--- src/hw/rtl/fortt_pkg.sv ---
// Shared types, constants and helpers for the frequency-ordered record type table.
// Used by fortt_ctrl, fortt_datapath and the top level; depends on nothing.
package fortt_pkg;

   localparam int CLASS_W = 16;
   localparam int TYPE_W  = 16;
   localparam int KIND_W  = 4;
   localparam int COUNT_W = 32;
   localparam int LIMIT_W = 24;
   localparam int LOOKUP_W = 25;
   localparam int INIT_ENTRIES = 14;

   localparam logic [LIMIT_W-1:0]  LIMIT_RESET = 24'd100000;
   localparam logic [COUNT_W-1:0]  COUNT_MAX   = 32'hFFFF_FFFF;
   localparam logic [LOOKUP_W-1:0] LOOKUP_MAX  = 25'h1FF_FFFF;
   localparam logic [CLASS_W-1:0]  FILL_CLASS  = 16'hFFFF;
   localparam logic [TYPE_W-1:0]   FILL_TYPE   = 16'hFFFF;

   localparam logic [CLASS_W-1:0] INIT_CLASS [INIT_ENTRIES] = '{
      16'd1, 16'd0, 16'd0, 16'd0, 16'd0, 16'd1, 16'd1,
      16'd0, 16'd0, 16'd0, 16'd0, 16'd0, 16'd0, 16'd0
   };
   localparam logic [TYPE_W-1:0] INIT_TYPE [INIT_ENTRIES] = '{
      16'd1,  16'd2,  16'd5,  16'd6,  16'd12, 16'd33, 16'd28,
      16'd15, 16'd46, 16'd16, 16'd47, 16'd43, 16'd10, 16'd48
   };

   typedef enum logic [1:0] {
      ST_IDLE,
      ST_SORT,
      ST_SCAN,
      ST_EMIT
   } state_type;

   // Controller to datapath commands
   typedef struct packed {
      logic load;          // capture the request and update the lookup counter
      logic sort_pass;     // one odd-even compare-and-swap pass
      logic sort_odd;      // pass works on odd pairs
      logic clear_counts;  // zero all slot counts after the last pass
      logic scan;          // rotate the table by one slot and test the head
      logic emit;          // load the response register
   } cmd_type;

   // Datapath to controller status
   typedef struct packed {
      logic need_sort;     // lookup counter has passed the limit
      logic out_free;      // response register can take a new transaction
   } status_type;

   function automatic logic [COUNT_W-1:0] sat_inc(input logic [COUNT_W-1:0] v);
      return (v == COUNT_MAX) ? v : v + 1'b1;
   endfunction

   function automatic logic [CLASS_W-1:0] init_class(input int idx);
      if (idx < INIT_ENTRIES) begin
         return INIT_CLASS[4'(idx)];
      end
      return FILL_CLASS;
   endfunction

   function automatic logic [TYPE_W-1:0] init_type(input int idx);
      if (idx < INIT_ENTRIES) begin
         return INIT_TYPE[4'(idx)];
      end
      return FILL_TYPE;
   endfunction

endpackage

--- src/hw/rtl/fortt_ctrl.sv ---
// Sequencing state machine for the record type table: accept, sort, scan, emit.
// Depends on fortt_pkg for the state, command and status types.
module fortt_ctrl #(
   parameter int TABLE_SLOTS = 14
) (
   input  logic                 clock,
   input  logic                 reset,
   input  logic                 req_tvalid,
   output logic                 req_tready,
   input  fortt_pkg::status_type status,
   output fortt_pkg::cmd_type    cmd
);
   import fortt_pkg::*;

   localparam int SW = (TABLE_SLOTS > 2) ? $clog2(TABLE_SLOTS) : 1;
   localparam logic [SW-1:0] LAST_STEP = SW'(TABLE_SLOTS - 1);

   state_type     state_ff, state_in;
   logic [SW-1:0] step_ff, step_in;

   // State and step registers
   always_ff @(posedge clock) begin
      if (reset) begin
         state_ff <= ST_IDLE;
         step_ff  <= '0;
      end else begin
         state_ff <= state_in;
         step_ff  <= step_in;
      end
   end

   // Next state and commands
   always_comb begin
      state_in   = state_ff;
      step_in    = step_ff;
      cmd        = '0;
      req_tready = 1'b0;
      unique case (state_ff)
         ST_IDLE: begin
            req_tready = 1'b1;
            if (req_tvalid) begin
               cmd.load = 1'b1;
               step_in  = '0;
               state_in = status.need_sort ? ST_SORT : ST_SCAN;
            end
         end
         ST_SORT: begin
            cmd.sort_pass = 1'b1;
            cmd.sort_odd  = step_ff[0];
            if (step_ff == LAST_STEP) begin
               cmd.clear_counts = 1'b1;
               step_in          = '0;
               state_in         = ST_SCAN;
            end else begin
               step_in = step_ff + 1'b1;
            end
         end
         ST_SCAN: begin
            cmd.scan = 1'b1;
            if (step_ff == LAST_STEP) begin
               step_in  = '0;
               state_in = ST_EMIT;
            end else begin
               step_in = step_ff + 1'b1;
            end
         end
         ST_EMIT: begin
            if (status.out_free) begin
               cmd.emit = 1'b1;
               state_in = ST_IDLE;
            end
         end
         default: begin
            state_in = ST_IDLE;
         end
      endcase
   end

endmodule

--- src/hw/rtl/fortt_datapath.sv ---
// Slot table, rotating scan, odd-even sort network, counters and response register.
// Depends on fortt_pkg for types, constants and the saturating increment.
module fortt_datapath #(
   parameter int TABLE_SLOTS = 14
) (
   input  logic                 clock,
   input  logic                 reset,
   input  fortt_pkg::cmd_type    cmd,
   output fortt_pkg::status_type status,
   input  logic [31:0]          req_tdata,
   input  logic                 csr_we,
   input  logic [23:0]          csr_wdata,
   output logic                 rsp_tvalid,
   input  logic                 rsp_tready,
   output logic [39:0]          rsp_tdata,
   output logic [0:0]           rsp_tuser
);
   import fortt_pkg::*;

   localparam logic [KIND_W-1:0] DEFAULT_KIND = KIND_W'(TABLE_SLOTS);

   logic [CLASS_W-1:0]  cls_ff [TABLE_SLOTS];
   logic [CLASS_W-1:0]  cls_in [TABLE_SLOTS];
   logic [TYPE_W-1:0]   typ_ff [TABLE_SLOTS];
   logic [TYPE_W-1:0]   typ_in [TABLE_SLOTS];
   logic [KIND_W-1:0]   knd_ff [TABLE_SLOTS];
   logic [KIND_W-1:0]   knd_in [TABLE_SLOTS];
   logic [COUNT_W-1:0]  cnt_ff [TABLE_SLOTS];
   logic [COUNT_W-1:0]  cnt_in [TABLE_SLOTS];

   logic [CLASS_W-1:0]  key_cls_ff;
   logic [TYPE_W-1:0]   key_typ_ff;
   logic [LIMIT_W-1:0]  limit_ff;
   logic [LOOKUP_W-1:0] lookups_ff;
   logic [LOOKUP_W-1:0] lookup_base;
   logic [COUNT_W-1:0]  default_cnt_ff;
   logic [COUNT_W-1:0]  default_inc;

   logic                found_ff;
   logic [KIND_W-1:0]   pos_ff;
   logic [KIND_W-1:0]   hit_kind_ff;
   logic [KIND_W-1:0]   hit_pos_ff;
   logic [COUNT_W-1:0]  hit_cnt_ff;

   logic                head_match;
   logic                take_hit;
   logic [COUNT_W-1:0]  head_inc;

   logic                rsp_valid_ff;
   logic                rsp_matched_ff;
   logic [KIND_W-1:0]   rsp_kind_ff;
   logic [KIND_W-1:0]   rsp_pos_ff;
   logic [COUNT_W-1:0]  rsp_cnt_ff;

   // Test the slot at the head of the table against the captured key
   assign head_match = ((typ_ff[0] == key_typ_ff) || (typ_ff[0] == '0)) &&
                       ((cls_ff[0] == key_cls_ff) || (cls_ff[0] == '0));
   assign take_hit    = cmd.scan && head_match && !found_ff;
   assign head_inc    = sat_inc(cnt_ff[0]);
   assign default_inc = sat_inc(default_cnt_ff);
   assign lookup_base = status.need_sort ? '0 : lookups_ff;

   assign status.need_sort = lookups_ff > {1'b0, limit_ff};
   assign status.out_free  = !rsp_valid_ff || rsp_tready;

   // Next table contents: rotate during a scan, compare-and-swap during a sort
   always_comb begin
      for (int i = 0; i < TABLE_SLOTS; i++) begin
         cls_in[i] = cls_ff[i];
         typ_in[i] = typ_ff[i];
         knd_in[i] = knd_ff[i];
         cnt_in[i] = cnt_ff[i];
      end
      if (cmd.scan) begin
         for (int i = 0; i < TABLE_SLOTS - 1; i++) begin
            cls_in[i] = cls_ff[i+1];
            typ_in[i] = typ_ff[i+1];
            knd_in[i] = knd_ff[i+1];
            cnt_in[i] = cnt_ff[i+1];
         end
         cls_in[TABLE_SLOTS-1] = cls_ff[0];
         typ_in[TABLE_SLOTS-1] = typ_ff[0];
         knd_in[TABLE_SLOTS-1] = knd_ff[0];
         cnt_in[TABLE_SLOTS-1] = take_hit ? head_inc : cnt_ff[0];
      end else if (cmd.sort_pass) begin
         // swap only on a strictly smaller count so equal counts keep their order
         for (int j = 0; j < TABLE_SLOTS - 1; j++) begin
            if (((j & 1) == int'(cmd.sort_odd)) && (cnt_ff[j] < cnt_ff[j+1])) begin
               cls_in[j]   = cls_ff[j+1];
               typ_in[j]   = typ_ff[j+1];
               knd_in[j]   = knd_ff[j+1];
               cnt_in[j]   = cnt_ff[j+1];
               cls_in[j+1] = cls_ff[j];
               typ_in[j+1] = typ_ff[j];
               knd_in[j+1] = knd_ff[j];
               cnt_in[j+1] = cnt_ff[j];
            end
         end
         if (cmd.clear_counts) begin
            for (int i = 0; i < TABLE_SLOTS; i++) begin
               cnt_in[i] = '0;
            end
         end
      end
   end

   // Table registers
   always_ff @(posedge clock) begin
      if (reset) begin
         for (int i = 0; i < TABLE_SLOTS; i++) begin
            cls_ff[i] <= init_class(i);
            typ_ff[i] <= init_type(i);
            knd_ff[i] <= KIND_W'(i);
            cnt_ff[i] <= '0;
         end
      end else begin
         for (int i = 0; i < TABLE_SLOTS; i++) begin
            cls_ff[i] <= cls_in[i];
            typ_ff[i] <= typ_in[i];
            knd_ff[i] <= knd_in[i];
            cnt_ff[i] <= cnt_in[i];
         end
      end
   end

   // Limit register, lookup counter, default count
   always_ff @(posedge clock) begin
      if (reset) begin
         limit_ff       <= LIMIT_RESET;
         lookups_ff     <= '0;
         default_cnt_ff <= '0;
      end else begin
         if (csr_we) begin
            limit_ff <= csr_wdata;
         end
         if (cmd.load) begin
            lookups_ff <= (lookup_base == LOOKUP_MAX) ? lookup_base : lookup_base + 1'b1;
         end
         if (cmd.emit && !found_ff) begin
            default_cnt_ff <= default_inc;
         end
      end
   end

   // Capture the key, track the scan position and the first hit
   always_ff @(posedge clock) begin
      if (reset) begin
         found_ff <= 1'b0;
         pos_ff   <= '0;
      end else if (cmd.load) begin
         found_ff <= 1'b0;
         pos_ff   <= '0;
      end else if (cmd.scan) begin
         pos_ff <= pos_ff + 1'b1;
         if (take_hit) begin
            found_ff <= 1'b1;
         end
      end
   end

   always_ff @(posedge clock) begin
      if (cmd.load) begin
         key_cls_ff <= req_tdata[15:0];
         key_typ_ff <= req_tdata[31:16];
      end
      if (take_hit) begin
         hit_kind_ff <= knd_ff[0];
         hit_pos_ff  <= pos_ff;
         hit_cnt_ff  <= head_inc;
      end
   end

   // Response register: hold until taken
   always_ff @(posedge clock) begin
      if (reset) begin
         rsp_valid_ff <= 1'b0;
      end else if (cmd.emit) begin
         rsp_valid_ff <= 1'b1;
      end else if (rsp_tready) begin
         rsp_valid_ff <= 1'b0;
      end
   end

   always_ff @(posedge clock) begin
      if (cmd.emit) begin
         rsp_matched_ff <= found_ff;
         rsp_kind_ff    <= found_ff ? hit_kind_ff : DEFAULT_KIND;
         rsp_pos_ff     <= found_ff ? hit_pos_ff : '0;
         rsp_cnt_ff     <= found_ff ? hit_cnt_ff : default_inc;
      end
   end

   assign rsp_tvalid = rsp_valid_ff;
   assign rsp_tdata  = {rsp_cnt_ff, rsp_pos_ff, rsp_kind_ff};
   assign rsp_tuser  = rsp_matched_ff;

endmodule

--- src/hw/rtl/frequency_ordered_record_type_table.sv ---
// Record type table ordered by usage. An accepted request is looked up by the rotating
// scan, which moves one slot a cycle; when the lookup counter has passed the limit the
// table is re-sorted first (one odd-even pass per slot). The result goes to the response
// register, which waits while a response is still held at the output. A new request is
// taken only after the response of the last one has been loaded.
// Reset is synchronous and restores the initial table, counts and limit.
module frequency_ordered_record_type_table #(
   parameter int TABLE_SLOTS = 14
) (
   input  logic        clock,
   input  logic        reset,
   // req_tdata: record_class [15:0], record_type [31:16]
   input  logic        req_tvalid,
   output logic        req_tready,
   input  logic [31:0] req_tdata,
   // rsp_tdata: record_kind [3:0], slot_position [7:4], hit_count [39:8]
   // rsp_tuser: matched [0]
   output logic        rsp_tvalid,
   input  logic        rsp_tready,
   output logic [39:0] rsp_tdata,
   output logic [0:0]  rsp_tuser,
   // re-sort threshold write port
   input  logic        csr_we,
   input  logic [23:0] csr_wdata
);
   import fortt_pkg::*;

   cmd_type    cmd;
   status_type status;

   fortt_ctrl #(
      .TABLE_SLOTS(TABLE_SLOTS)
   ) u_ctrl (
      .clock      (clock),
      .reset      (reset),
      .req_tvalid (req_tvalid),
      .req_tready (req_tready),
      .status     (status),
      .cmd        (cmd)
   );

   fortt_datapath #(
      .TABLE_SLOTS(TABLE_SLOTS)
   ) u_datapath (
      .clock      (clock),
      .reset      (reset),
      .cmd        (cmd),
      .status     (status),
      .req_tdata  (req_tdata),
      .csr_we     (csr_we),
      .csr_wdata  (csr_wdata),
      .rsp_tvalid (rsp_tvalid),
      .rsp_tready (rsp_tready),
      .rsp_tdata  (rsp_tdata),
      .rsp_tuser  (rsp_tuser)
   );

   // Take one request transaction at a time
   a_one_in_flight: assert property (@(posedge clock) disable iff (reset)
      req_tvalid && req_tready |=> !req_tready)
      else $error("request accepted while a lookup is in progress");

   // Never overwrite a response that is still waiting
   a_emit_free: assert property (@(posedge clock) disable iff (reset)
      cmd.emit |-> (!rsp_tvalid || rsp_tready))
      else $error("response register overwritten");

   // Scan and sort never share a cycle
   a_scan_sort: assert property (@(posedge clock) disable iff (reset)
      !(cmd.scan && cmd.sort_pass))
      else $error("scan and sort pass in the same cycle");

   // Counts clear only at the end of a sort
   a_clear_sort: assert property (@(posedge clock) disable iff (reset)
      cmd.clear_counts |-> cmd.sort_pass ##1 cmd.scan)
      else $error("count clear outside the last sort pass");

endmodule
--- config.mk ---
export PLATFORM = sky130hd
export DESIGN_NAME = frequency_ordered_record_type_table
export DESIGN_NICKNAME = d
export VERILOG_FILES = /design/src/hw/rtl/fortt_pkg.sv /design/src/hw/rtl/fortt_ctrl.sv /design/src/hw/rtl/fortt_datapath.sv /design/src/hw/rtl/frequency_ordered_record_type_table.sv
export SDC_FILE = /design/constraint.sdc
export NUM_CORES = 2
export LEC_CHECK = 0
export BUFFER_PORTS_ARGS = -buffer_cell sky130_fd_sc_hd__buf_4
export CAP_MARGIN = 20
export CORE_ASPECT_RATIO = 1.1
export CORE_MARGIN = 2
export CORE_UTILIZATION = 57
export DETAILED_ROUTE_END_ITERATION = 8
export PLACE_DENSITY = 0.76
export SYNTH_ARGS = -nofsm -noshare
export SYNTH_HDL_FRONTEND = slang
export SYNTH_SLANG_ARGS = --single-unit
--- constraint.sdc ---
create_clock -name clock -period 5.25 [get_ports clock]
set_input_delay 0 -clock clock [delete_from_list [all_inputs] [get_ports clock]]
set_output_delay 0 -clock clock [all_outputs]
set_load 0.05 [all_outputs]
# After elaboration in Yosys (flattened, before gate mapping)
# Memories as Yosys holds them, arrays and structs flattened.
# Index checks and enable logic that the tools add are counted.
# totals
regBits,206
ramBits,952
inputBits,61
out_inout_bits,43
word_cells,324
n_memories,4
# op_classes
add_sub_neg,5
magnitude_cmp,14
eq_ne,13
n_mux,182
n_bitwise,57
n_reduce_logical,32
# memory_table
name,words,word_bits,read_ports,rd_clocked_by_memory_dff,wr,line,rtl
u_datapath.cnt_ff,14,32,14,0,14,fortt_datapath.sv:28,logic [COUNT_W-1:0] cnt_ff [TABLE_SLOTS];
u_datapath.cls_ff,14,16,14,0,14,fortt_datapath.sv:22,logic [CLASS_W-1:0] cls_ff [TABLE_SLOTS];
u_datapath.typ_ff,14,16,14,0,14,fortt_datapath.sv:24,logic [TYPE_W-1:0] typ_ff [TABLE_SLOTS];
u_datapath.knd_ff,14,4,14,0,14,fortt_datapath.sv:26,logic [KIND_W-1:0] knd_ff [TABLE_SLOTS];
# ops
operator,count
$mux W32,52
$mux W448,3
$mux W64,17
$mux W224,4
$mux W16,48
$lt A32 B32 Y1,13
$mux W8,17
$mux W56,2
$add A32 B1 Y32 const B,2
$eq A32 B32 Y1 const B,2
$mux W4,16
$or A1 B1 Y1,56
$mux W25,2
$eq A16 B16 Y1,2
$logic_not A16 Y1,2
$add A25 B1 Y25 const B,1
$eq A25 B25 Y1 const B,1
$gt A25 B24 Y1,1
$logic_and A1 B1 Y1,17
$mux W1,13
$mux W2,5
$add A4 B1 Y4 const B,2
$pmux W2 S4,1
$pmux W4 S2,1
other kinds (14),23

# Depth between registers and ports, before layout
# logic_depth
depth_word,26
mapped_depth,20
depth_no_buf,18

# By module
# A second synthesis with hierarchy kept.
# unflattened
cells_unflattened,6631
hier_area_um2,59975.0
# by_module_without_submodules
mod,n_inst,cells_each,area_per_inst_um2,seq_area_each_um2
fortt_datapath,1,6581,59537.1,24193.2
fortt_ctrl,1,50,437.9,120.1

# Worst setup path after synthesis
# Ideal clock, no wire load.
# synth_path
path_type,reg-to-reg
startpoint,register u_datapath.key_cls_ff[5]
endpoint,memory u_datapath.cnt_ff[13][24] (netlist: u_datapath.cnt_ff[3][56])
setup_ps,137
arrival_ps,5124
required_ps,5113
slack_ps,-12
stages_incl_launch_ff,9
n_path_buf,0
synth_period_minus_slack_ps,5262
cell_sequence,edfxtp_1 > xor2_1 > nor4_1 > nand4_1 > a221oi_1 > nor2_1 > a22o_1 > a21oi_1 > a211oi_1
# synth_lines
element,line,rtl
start: declaration,fortt_datapath.sv:31,logic [CLASS_W-1:0] key_cls_ff;
start signal: assignment,fortt_datapath.sv:163,key_cls_ff <= req_tdata[15:0];
end: declaration,fortt_datapath.sv:28,

# Worst setup path in the final report
# layout_path
startpoint,register u_datapath.limit_ff[23]
endpoint,register u_datapath.lookups_ff[16]
# layout_via
elab_chain_len,4
word_cells_on_any_way,5
classes_between,1 x add/sub; 1 x order compare; 1 x eq/ne; 2 x mux
# layout_rtl
element,line,rtl
start: declaration,fortt_datapath.sv:33,logic [LIMIT_W-1:0] limit_ff;
start signal: assignment,fortt_datapath.sv:134,limit_ff <= csr_wdata;
$gt A25 B24 Y1 *,fortt_datapath.sv:63,"assign status.need_sort = lookups_ff > {1'b0, limit_ff};"
$mux W25 *,fortt_datapath.sv:61,assign lookup_base = status.need_sort ? '0 : lookups_ff;
$add A25 B1 Y25 or $eq A25 B25 Y1 (tied branches),fortt_datapath.sv:137,lookups_ff <= (lookup_base == LOOKUP_MAX) ? lookup_base : lookup_base + 1'b1;
$mux W25 *,fortt_datapath.sv:137,
end signal: assignment,fortt_datapath.sv:137,
end: declaration,fortt_datapath.sv:34,logic [LOOKUP_W-1:0] lookups_ff;
# Every way passes the cells marked *; elsewhere a longest branch is shown, timed or not.
# A chain may end at the register's enable or synchronous reset.

==> metrics.md <==
| Metric | Value |
|---|---|
| Count of cell instances traversed by the critical path | `17` |
| Count of mapped cells out of synthesis | `6464` |
| Clk root buf | `clkbuf_16` |
| Number of cells traversed by the worst register-to-register path | `17` |
| Number of DRC markers after the initial detailed-route iteration | `7270` |
| Number of buffers added by the clock tree synthesis step | `116` |
| Count of pins over their slew limit | `0` |
| Type of the setup path with the least slack | `reg -> reg` |
| Insertion delay of the later-clocked pin in the worst-skew pair | `roughly 730 ps` |
| Die area | `0.1055 sq mm` |
| Slew HR | `0.2506` |
| PD cells | `710.0 mW/mm^2` |
| Number of endpoints with negative hold slack in the final report | `0` |
| Post-CTS repair timing setup buffer count | `0` |
| Share of flip-flops with an asynchronous set or reset after synthesis | `0` |
| CP Launch Point | `u_datapath.limit_ff[23]$_SDFFE_PP0P_` |
| Largest net degree at the start of global routing | `172` |
| Area used by multi-input combinational logic | `between 0.03 and 0.04 sq mm` |
| Slew at the pin closest to its max-slew limit | `1120 ps` |
| Wirelength per Cell | `between 20 and 25 um` |
| Final Cycle Share | `0.8308` |
| DR WL met2 | `roughly 80000 um` |
| Placeable core region | `0.1022 sq mm` |
| Slowest Stage Delay on Critical Path | `610 ps` |
| Crit end category | `flip-flop` |
| Wire length on met1 | `77660 um` |
| Setup repair after global routing missed its margin | `no` |
| Count of yosys warnings during synthesis | `0` |
| Count of clock tree sinks | `1158` |
| Standby leakage power | `24.50 nW` |
| Commonest cells after routing, fill and taps aside | `1044 x dfxtp_1, 491 x a221oi_1, 488 x inv_1` |
| Hold Buf Count CTS | `122` |
| DRC violations left | `0` |
| Initial core utilization | `0.5739` |
| Count of TritonRoute iterations in the first routing pass | `7` |
| Die height | `~340 um` |
| HPWL after detailed placement | `between 100000 and 150000 um` |
| Worst endpoint data arrival time | `4950 ps` |
| Global routing usage summed across all routing layers | `0.3411` |
| Count of antenna-violating nets left after detailed routing | `0` |
| Wire length of the first global-routing pass | `289100 um` |
| Count of standard-cell rows | `123` |
| Number of nets in the synthesized netlist | `between 6000 and 7000` |
| Detailed-route via count | `53745` |
| Htree depth | `3` |
| Critical Path Source Type | `flip-flop` |
| WP data required | `5840 ps` |
| Metal3 WL | `20970 um` |
| Synthesized flop and latch total | `1158` |
| Max stage delay cell, worst path | `or4_1` |
| Most common cell after layout, fill and taps aside | `dfxtp_1` |
| Number of antenna violations at the first check in global routing | `3` |
| Die W | `309.8 um` |
| Number of distinct standard cells referenced by the synthesized netlist | `85` |
| F_max | `between 200 and 250 MHz` |
| Average instance area after synthesis | `9.072 sq um` |
| Post-synth design cell area | `a little under 0.06 sq mm` |
| Category of cells accounting for the largest share of critical-path delay | `simple AND/OR/NAND/NOR gates` |
| Count of port buffers added during placement | `roughly 100` |
| Layout filler cell count | `8210` |
| Post-layout min period | `4362 ps` |
| Share of post-route cells with drive strength above 1 | `0.07768` |
| Sequential-to-total area share from yosys stat | `0.4146` |
| Register area | `between 0.02 and 0.025 sq mm` |
| Hold path start | `req_tdata[27]` |
| Maximum resistive drop on vdd | `roughly 0.00095 V` |
| Final cell utilization of the core | `0.6418` |
| Final estimated routing congestion in global placement | `between 0.9 and 1` |
| Number of buffers on the longest clock path | `3` |
| CP Cell Sequence | `inv_1, ha_1, nand4b_1, nor3_1, nand2_1, or4_1, and2_1, nor2_1, ha_1, and3_1, and3_1, and3_1, nand3_1, nor2_1, nand3_1, xor2_1, nor2_1` |
| Final setup viols | `0` |
| Maximum net fanout on the critical path | `12` |
| Number of nets in the layout | `6925` |
| Detailed-route wire length | `approximately 180000 um` |
| Vias/cell | `6.800` |
| Classification of the worst-slack hold path | `in -> reg` |
| Status | `completed` |
| Count of instances resized after the clock tree is built | `0` |
| Reg clk slew, reported paths | `60 ps` |
| RR Startpoint | `u_datapath.limit_ff[23]$_SDFFE_PP0P_` |
| Number of enable-type register cells in the synthesized netlist | `113` |
| Sum Neg Setup Slack | `0 ps` |
| Main synth FF type | `dfxtp_1` |
| Max-cap violation count | `0` |
| CTS tree | `yes` |
| Aggregate global routing overflow | `0` |
| Via count of the first global-routing pass | `50564` |
| Buffering stage count on the worst path with inverters included | `1` |
| Final hold slack | `20.40 ps` |
| Cell depth of the worst min-delay path | `2` |
| Number of top-level design ports | `104` |
| Layout Skew | `32.07 ps` |
| Synth-to-Final Area Change | `11.84%` |
| Highest routed metal layer | `met5` |
## power breakdown
part	switching (mW)	leakage (nW)	internal [mW]
Sequential	2.61	9.55	11.2
Combinational	15.7	13.0	8.42
Clock	3.65	1.93	4.89
## final cells by class
type | count | area share
Timing Repair Buffer | 350 | 0.04502
Clock inverter | 44 | 0.006601
Multi-Input combinational cell | 4309 | 0.4704
Sequential cell | 1158 | 0.3707
Inverter | 492 | 0.02820
Antenna cell | 2 | 0.00007631
Clock buffer | 174 | 0.05277
Tap cell | 1375 | 0.02623
## worst paths after layout
check                                      endpoint  slack (ps)
max          u_datapath.lookups_ff[16]$_SDFFE_PP0P_         890
min             u_datapath.key_typ_ff[11]$_DFFE_PP_          20
max reg2reg  u_datapath.lookups_ff[16]$_SDFFE_PP0P_         890
min reg2reg      u_datapath.hit_pos_ff[3]$_DFFE_PP_         460
## registers in the layout, summed over array words and instances (netlist names), 16 cells and up
name	cells
u_datapath.key_cls_ff	16
u_datapath.cnt_ff	448
u_datapath.knd_ff	56
u_datapath.limit_ff	24
u_datapath.default_cnt_ff	32
u_datapath.key_typ_ff	16
u_datapath.typ_ff	224
u_datapath.rsp_cnt_ff	32
u_datapath.hit_cnt_ff	32
u_datapath.lookups_ff	25
u_datapath.cls_ff	224
## Yosys cell counts (all sizes together), types with 59 or more instances
cell / instances / area, sq um
nor3: 152 / 770.7
clkbuf: 411 / 1543
o21a: 61 / 457.9
a221oi: 494 / 4333
buf: 94 / 461.7
mux2i: 59 / 590.6
a2bb2oi: 106 / 934.6
inv: 489 / 1836
nor2: 483 / 1816
nand4: 100 / 625.6
nand3: 98 / 490.5
a21oi: 271 / 1364
ha: 437 / 5468
dfxtp: 1045 / 20920
edfxtp: 113 / 3393
a22oi: 285 / 2140
xor2: 70 / 613.1
o2bb2ai: 64 / 560.5
nand2: 340 / 1276
o21ai: 309 / 1550
a211oi: 385 / 2903
## per-stage QoR
step | setup slack, ps | power (mW) | cells | cell area [sq um]
2_1_floorplan | 1519 | 30.02 | 6464 | 58650
3_3_place_gp | 1093 | 36.43 | 7562 | 60470
3_5_place_dp | 1060 | 37.21 | 7562 | 60470
4_1_cts | 1041 | 45.79 | 7902 | 65580
5_1_grt | 615.2 | 49.14 | 7904 | 65590
6_report | 888.2 | 46.56 | 7904 | 65590
## layer usage
layer / vias to the layer above / track usage
met4: 2 / 0.1330
li1: 24417 / -
met3: 483 / 0.07665
met1: 25817 / 0.4765
met2: 3026 / 0.5114
met5: - / 0
## logic make-up after synthesis
group           after synthesis  share of synthesized area
compound gates             2285                     0.2869
xor+xnor                    125                    0.01867
fa+ha+maj                   437                    0.09324
buf+inv                     997                    0.06567
flops                      1158                     0.4146
mux                          61                    0.01045
simple gates               1401                     0.1105
No activity file was read; power rests on OpenSTA's default activity.
